===== src/hw/rtl/swm_pkg.sv =====
package swm_pkg;

	// window length in samples
	localparam int unsigned WINDOW = 10;

	localparam int unsigned SAMPLE_W = 8;
	localparam int unsigned IDX_W    = (WINDOW > 1) ? $clog2(WINDOW) : 1;
	localparam int unsigned CNT_W    = $clog2(WINDOW + 1);

	localparam logic [IDX_W-1:0] LAST_IDX = IDX_W'(WINDOW - 1);

	typedef logic [SAMPLE_W-1:0] sample_t;
	typedef logic [IDX_W-1:0]    idx_t;
	typedef logic [CNT_W-1:0]    cnt_t;

	typedef enum logic [2:0] {
		ST_IDLE,
		ST_FETCH,
		ST_LATCH,
		ST_COUNT,
		ST_DONE
	} state_t;

endpackage


===== src/hw/rtl/swm_ram.sv =====
module swm_ram #(
	parameter int unsigned WIDTH = 8,
	parameter int unsigned DEPTH = 16
) (
	input  logic                             clk,
	input  logic                             we,
	input  logic [$clog2(DEPTH)-1:0]         waddr,
	input  logic [WIDTH-1:0]                 wdata,
	input  logic [$clog2(DEPTH)-1:0]         raddr,
	output logic [WIDTH-1:0]                 rdata
);

	logic [WIDTH-1:0] mem [DEPTH];

	always_ff @(posedge clk) begin
		if (we) begin
			mem[waddr] <= wdata;
		end
		rdata <= mem[raddr];
	end

endmodule


===== src/hw/rtl/sample_window_mode.sv =====
// sample_window_mode: windowed mode filter for 8-bit converter samples
//
// input channel s_*: one sample per transfer, s_tdata[7:0] = sample
// output channel m_*: one result per completed window,
//   m_tdata[7:0] = mode_value, the most frequent sample, smallest value on ties
//
// samples are written to a small window ram; the sample that fills the last
// slot starts the count. for each slot i the stored value is fetched and
// compared against every slot through one compare and one counter, then
// the result is handed to the output register. s_tready is low for that
// whole time; every other sample is accepted as soon as it is offered.
//
// the result sits in an output register; a stalled receiver does not block
// the samples of the next window, but a counted result waits in ST_DONE with
// s_tready low until the old one has gone.
// reset empties the window and drops any pending result; window contents
// are not cleared, as no slot is read before it is written.
module sample_window_mode (
	input  logic                 clk,
	input  logic                 arst_n,
	input  logic                 s_tvalid,
	output logic                 s_tready,
	input  swm_pkg::sample_t     s_tdata,    // [7:0] sample
	output logic                 m_tvalid,
	input  logic                 m_tready,
	output swm_pkg::sample_t     m_tdata     // [7:0] mode_value
);

	import swm_pkg::*;

	state_t  state_q, state_d;
	idx_t    fill_q;
	idx_t    i_q;
	idx_t    k_q;
	cnt_t    n_q;
	cnt_t    best_cnt_q;
	sample_t best_val_q;
	sample_t v_q;
	logic    out_valid_q;
	sample_t out_q;

	logic    s_xfer;
	logic    ram_we;
	idx_t    ram_raddr;
	sample_t ram_rdata;
	logic    eq;
	cnt_t    n_sum;
	logic    better;
	logic    load_out;

	swm_ram #(
		.WIDTH (SAMPLE_W),
		.DEPTH (WINDOW)
	) u_window (
		.clk   (clk),
		.we    (ram_we),
		.waddr (fill_q),
		.wdata (s_tdata),
		.raddr (ram_raddr),
		.rdata (ram_rdata)
	);

	assign s_xfer = s_tvalid && s_tready;
	assign ram_we = s_xfer;

	// shared compare and counter
	assign eq     = (ram_rdata == v_q);
	assign n_sum  = n_q + CNT_W'(eq);
	assign better = (n_sum > best_cnt_q) || ((n_sum == best_cnt_q) && (v_q < best_val_q));

	always_comb begin
		state_d   = state_q;
		s_tready  = 1'b0;
		ram_raddr = i_q;
		load_out  = 1'b0;
		case (state_q)
			ST_IDLE: begin
				s_tready = 1'b1;
				if (s_tvalid && (fill_q == LAST_IDX)) begin
					state_d = ST_FETCH;
				end
			end
			ST_FETCH: begin
				ram_raddr = i_q;
				state_d   = ST_LATCH;
			end
			ST_LATCH: begin
				ram_raddr = '0;
				state_d   = ST_COUNT;
			end
			ST_COUNT: begin
				ram_raddr = k_q + IDX_W'(1);
				if (k_q == LAST_IDX) begin
					state_d = (i_q == LAST_IDX) ? ST_DONE : ST_FETCH;
				end
			end
			ST_DONE: begin
				if (!out_valid_q || m_tready) begin
					load_out = 1'b1;
					state_d  = ST_IDLE;
				end
			end
			default: begin
				state_d = ST_IDLE;
			end
		endcase
	end

	always_ff @(posedge clk or negedge arst_n) begin
		if (!arst_n) begin
			state_q     <= ST_IDLE;
			fill_q      <= '0;
			out_valid_q <= 1'b0;
		end else begin
			state_q <= state_d;
			if (s_xfer) begin
				fill_q <= (fill_q == LAST_IDX) ? '0 : fill_q + IDX_W'(1);
			end
			if (load_out) begin
				out_valid_q <= 1'b1;
			end else if (m_tready) begin
				out_valid_q <= 1'b0;
			end
		end
	end

	// datapath registers of the count sequence
	always_ff @(posedge clk) begin
		case (state_q)
			ST_IDLE: begin
				i_q        <= '0;
				best_cnt_q <= '0;
				best_val_q <= '0;
			end
			ST_LATCH: begin
				v_q <= ram_rdata;
				k_q <= '0;
				n_q <= '0;
			end
			ST_COUNT: begin
				n_q <= n_sum;
				k_q <= k_q + IDX_W'(1);
				if (k_q == LAST_IDX) begin
					i_q <= i_q + IDX_W'(1);
					if (better) begin
						best_cnt_q <= n_sum;
						best_val_q <= v_q;
					end
				end
			end
			ST_DONE: begin
				if (load_out) begin
					out_q <= best_val_q;
				end
			end
			default: begin
			end
		endcase
	end

	assign m_tvalid = out_valid_q;
	assign m_tdata  = out_q;

endmodule

===== config.mk =====
export PLATFORM = sky130hd
export DESIGN_NAME = sample_window_mode
export DESIGN_NICKNAME = d
export VERILOG_FILES = /design/src/hw/rtl/swm_pkg.sv /design/src/hw/rtl/swm_ram.sv /design/src/hw/rtl/sample_window_mode.sv
export SDC_FILE = /design/constraint.sdc
export NUM_CORES = 1
export LEC_CHECK = 0
export BUFFER_PORTS_ARGS = -buffer_cell sky130_fd_sc_hd__buf_2
export CAP_MARGIN = 10
export CORE_MARGIN = 4
export CORE_UTILIZATION = 60
export CTS_CLUSTER_DIAMETER = 40
export DETAILED_ROUTE_END_ITERATION = 10
export GPL_ROUTABILITY_DRIVEN = 0
export PLACE_DENSITY = 0.77
export SYNTH_ARGS = -nofsm -noshare
export SYNTH_HDL_FRONTEND = slang
export SYNTH_SLANG_ARGS = --single-unit

===== constraint.sdc =====
create_clock -name clk -period 8.1 [get_ports clk]
set_input_delay 0.81 -clock clk [delete_from_list [all_inputs] [get_ports clk]]
set_output_delay 0.81 -clock clk [all_outputs]
set_load 0.005 [all_outputs]

==> flow_summary_export.csv <==
group,metric,value,unit
status,outcome,"finished, final reports clean",
routing,dr_wl_met3,430,µm
routing,ant_nets,0,
synth,synthesis.nets,433,
worst_setup_path,cp_common_cell,"ha_1",
clocking,postCtsSetupBuffers,0,
worst_setup_path,cp_max_fo,12,
clocking,cts_made_buffers,17,
placed_design,dp_hpwl,6890,µm
floorplan,die_h,105,µm
worst_setup_path,critPathKind,"reg -> reg",
clocking,clkTransAtPathRegs,60,ps
floorplan,placementRows,35,
worst_setup_path,cp-end-kind,"flop",
layout,post-route-cell-area,6380,µm²
synth,post-synth-top-count-cell,"edfxtp_1",
worst_setup_path,r2r_start,"v_q[5]$_DFFE_PN_",
synth,synth_cell_types,45,
floorplan,io_pins,22,
grt,antenna_found_initial,0,
grt,grt_pass1_vias,3296,
routing,drc_errors,0,
routing,dr_total_vias,3271,
routing,drt-met1-wl,4260,µm
timing,fin_skew,8.64,ps
routing,post_drt_via_cell_ratio,5.86,
routing,drtIter0Drc,204,
worst_setup_path,r2r_end,"best_cnt_q[2]$_DFFE_PP_",
timing,rsz0062_at_grt,"false",
timing,hold_viol,0,
worst_setup_path,crit_end,"best_cnt_q[2]$_DFFE_PP_",
floorplan,fp.dieW,105,µm
routing,dr.pass1.iters,4,
clocking,cts_resized,0,
synth,yosysTopAreaCell,"edfxtp_1",
layout,drive_above_1_share,0.145,
synth,ys_top_cells_by_count,"120 x edfxtp_1, 58 x nand2_1, 21 x nand3_1, 17 x ha_1, 17 x nor2_1",
grt,grt_overflow_total,0,
synth,synth-edff-count,120,
worst_setup_path,worstSetupStartpoint,"v_q[5]$_DFFE_PN_",
synth,yosys.area.top_type_share,0.638,
worst_setup_path,worstPathArrival,3490,ps
clocking,worstSkewPairLatency,510,ps
synth,synth-warning-count,0,
grt,grt_max_degree,33,
routing,wl,10100,µm
worst_setup_path,ff2ff_setup_slack,4740,ps
run,max_cap_violations,0,
timing,worstMarginPinSlew,1170,ps
power_and_ir_drop,leakage,2.39,nW
synth,synth_seq_cells,136,
power_and_ir_drop,p_per_area,379,nW/µm²
placed_design,placed_area,5840,µm²
layout,nNetsFinal,464,
grt,globalRouteTotalUtil,0.195,
worst_setup_path,required,8230,ps
floorplan,dieArea,11000,µm²
worst_setup_path,crit_chain,"xnor2_1 -> nand4_1 -> nor2_1 -> ha_1 -> ha_1 -> ha_1 -> a21o_1 -> a21oi_1 -> nor2b_1 -> o221ai_1 -> o21bai_1",
synth,ys.flop_type,"edfxtp_1",
timing,timing.hold.ws,125,ps
timing,finalMaxSlewViolations,0,
layout,n_antenna_cell,0,
timing,slew_headroom,0.222,
synth,syn_avg_cell_area,14.0,µm²
power_and_ir_drop,peakVddDrop,0.169,mV
worst_setup_path,cp_num_buf_inv,0,
routing,wl_per_cell,18.2,µm
timing,setup_violations,0,
synth,synthCells,404,
clocking,cts_sinks,136,
synth,synth_area_leaders,"edfxtp_1 64%, nand2_1 3.9%, ha_1 3.8%",
timing,timing.fmax,298,MHz
worst_setup_path,slowest_delay,850,ps
timing,tns,0,ps
timing,fin_crit,3360,ps
routing,maxUsedRoutingLayer,"met4",
placed_design,placement.io_buffers,21,
grt,grt_pass1_wl,16600,µm
clocking,cts.hold.buffers_added,0,
clocking,cts_buffer_depth,2,
clocking,cts_tree,"yes",
routing,wl_met2,5370,µm
synth,ys_seq_area_frac,0.702,
worst_hold_path,min_path_type,"in -> async",
worst_setup_path,critPathSlowestCell,"o21bai_1",
synth,ys_async_sr_fraction,0.0588,
clocking,clockRootBuffer,"clkbuf_8",
clocking,htree_levels,4,
worst_setup_path,cp-start-kind,"flop",
floorplan,coreArea,9200,µm²
floorplan,start_util,0.614,
timing,finalCritPeriodShare,0.415,
layout,syn2layout_area_growth,13.0,%
worst_setup_path,crit_family,"compound AO/OA/AOI/OAI gates",
worst_setup_path,cp_num_cells,11,
worst_setup_path,r2r_cells,11,
synth,synthesis.area,5650,µm²
-- flip-flops by register name, indices dropped and copies added, names as in the netlist --
register / flops
v_q: 8
best_val_q: 8
fill_q: 4
k_q: 4
m_tvalid: 1
i_q: 4
u_window.mem: 80
n_q: 4
u_window.rdata: 8
state_q: 3
best_cnt_q: 4
m_tdata: 8
-- cell type report --
class / instances / area (µm²)
clock buffer: 17 / 414
multi-input combinational: 239 / 1540
sequential: 136 / 3960
tap: 111 / 139
timing repair buffer: 27 / 150
inverter: 14 / 52.6
clock inverter: 14 / 125
fill: 630 / 2810
-- cells in the final DEF, fill, tap and decap left out, types with 3 or more instances in the layout --
cell       synthesis  final
edfxtp_1         120    120
nand2_1           58     58
nand3_1           21     21
buf_2              3     21
nor2_1            17     17
ha_1              17     17
mux2i_1           16     16
clkbuf_16          0     16
inv_1             14     14
nand4_1           13     13
xnor2_1           12     12
and3_1            11     11
a32oi_1            8      8
o21ai_1            8      8
dfrtp_1            8      8
dfxtp_1            8      8
nor2b_1            6      6
nand2b_1           6      6
nor3_1             6      6
a21o_1             5      5
a21oi_1            5      5
buf_4              4      5
o21ai_0            4      4
inv_6              0      4
xor2_1             3      3
clkinv_2           0      3
clkinv_4           0      3
-- stage by stage --
step	setup slack, ps	std cells	power (mW)	util
3_5_place_dp	4750	526	1.73	0.635
2_1_floorplan	5310	404	1.59	-
6_report	4740	558	2.42	0.694
3_3_place_gp	5010	526	1.70	0.635
5_1_grt	4470	558	2.56	0.694
4_1_cts	4710	557	2.43	0.693
-- power breakdown --
part / switching (mW) / internal, mW
registers: 0.0746 / 0.871
logic: 0.485 / 0.293
clock network: 0.290 / 0.407
total: 0.850 / 1.57
-- worst reg2reg max path, cell delays in order (launching register included) --
cell	delay, ps
edfxtp_1	430
xnor2_1	180
nand4_1	130
nor2_1	160
ha_1	200
ha_1	260
ha_1	310
a21o_1	110
a21oi_1	60
nor2b_1	130
o221ai_1	150
o21bai_1	860
-- kinds of logic after synthesis --
kind of cell | Yosys count | synth area share
AO/OA/AOI/OAI | 38 | 0.0489
XOR/XNOR | 15 | 0.0233
adder cells (fa/ha/maj) | 17 | 0.0376
buffers and inverters | 29 | 0.0259
flip-flops | 136 | 0.702
multiplexers | 16 | 0.0283
AND/OR/NAND/NOR | 153 | 0.134
-- worst min path at each step --
stage / from / to / slack (ps)
floorplan: best_val_q[1]$_SDFFCE_PN0P_ / m_tdata[1]$_DFFE_PP_ / 430
global placement: best_val_q[2]$_SDFFCE_PN0P_ / m_tdata[2]$_DFFE_PP_ / 430
detailed placement: best_val_q[1]$_SDFFCE_PN0P_ / m_tdata[1]$_DFFE_PP_ / 440
CTS: arst_n / fill_q[2]$_DFFE_PN0P_ / 110
global route: arst_n / fill_q[3]$_DFFE_PN0P_ / 120
finish: arst_n / fill_q[3]$_DFFE_PN0P_ / 130
-- routing by layer --
| metal | track usage | vias to the layer above |
|---|---|---|
| met5 | 0 | - |
| met4 | 0.0740 | 0 |
| met3 | 0.0457 | 5 |
| met2 | 0.340 | 89 |
| met1 | 0.237 | 1620 |
| li1 | - | 1557 |
No activity file was read; power rests on OpenSTA's default activity.
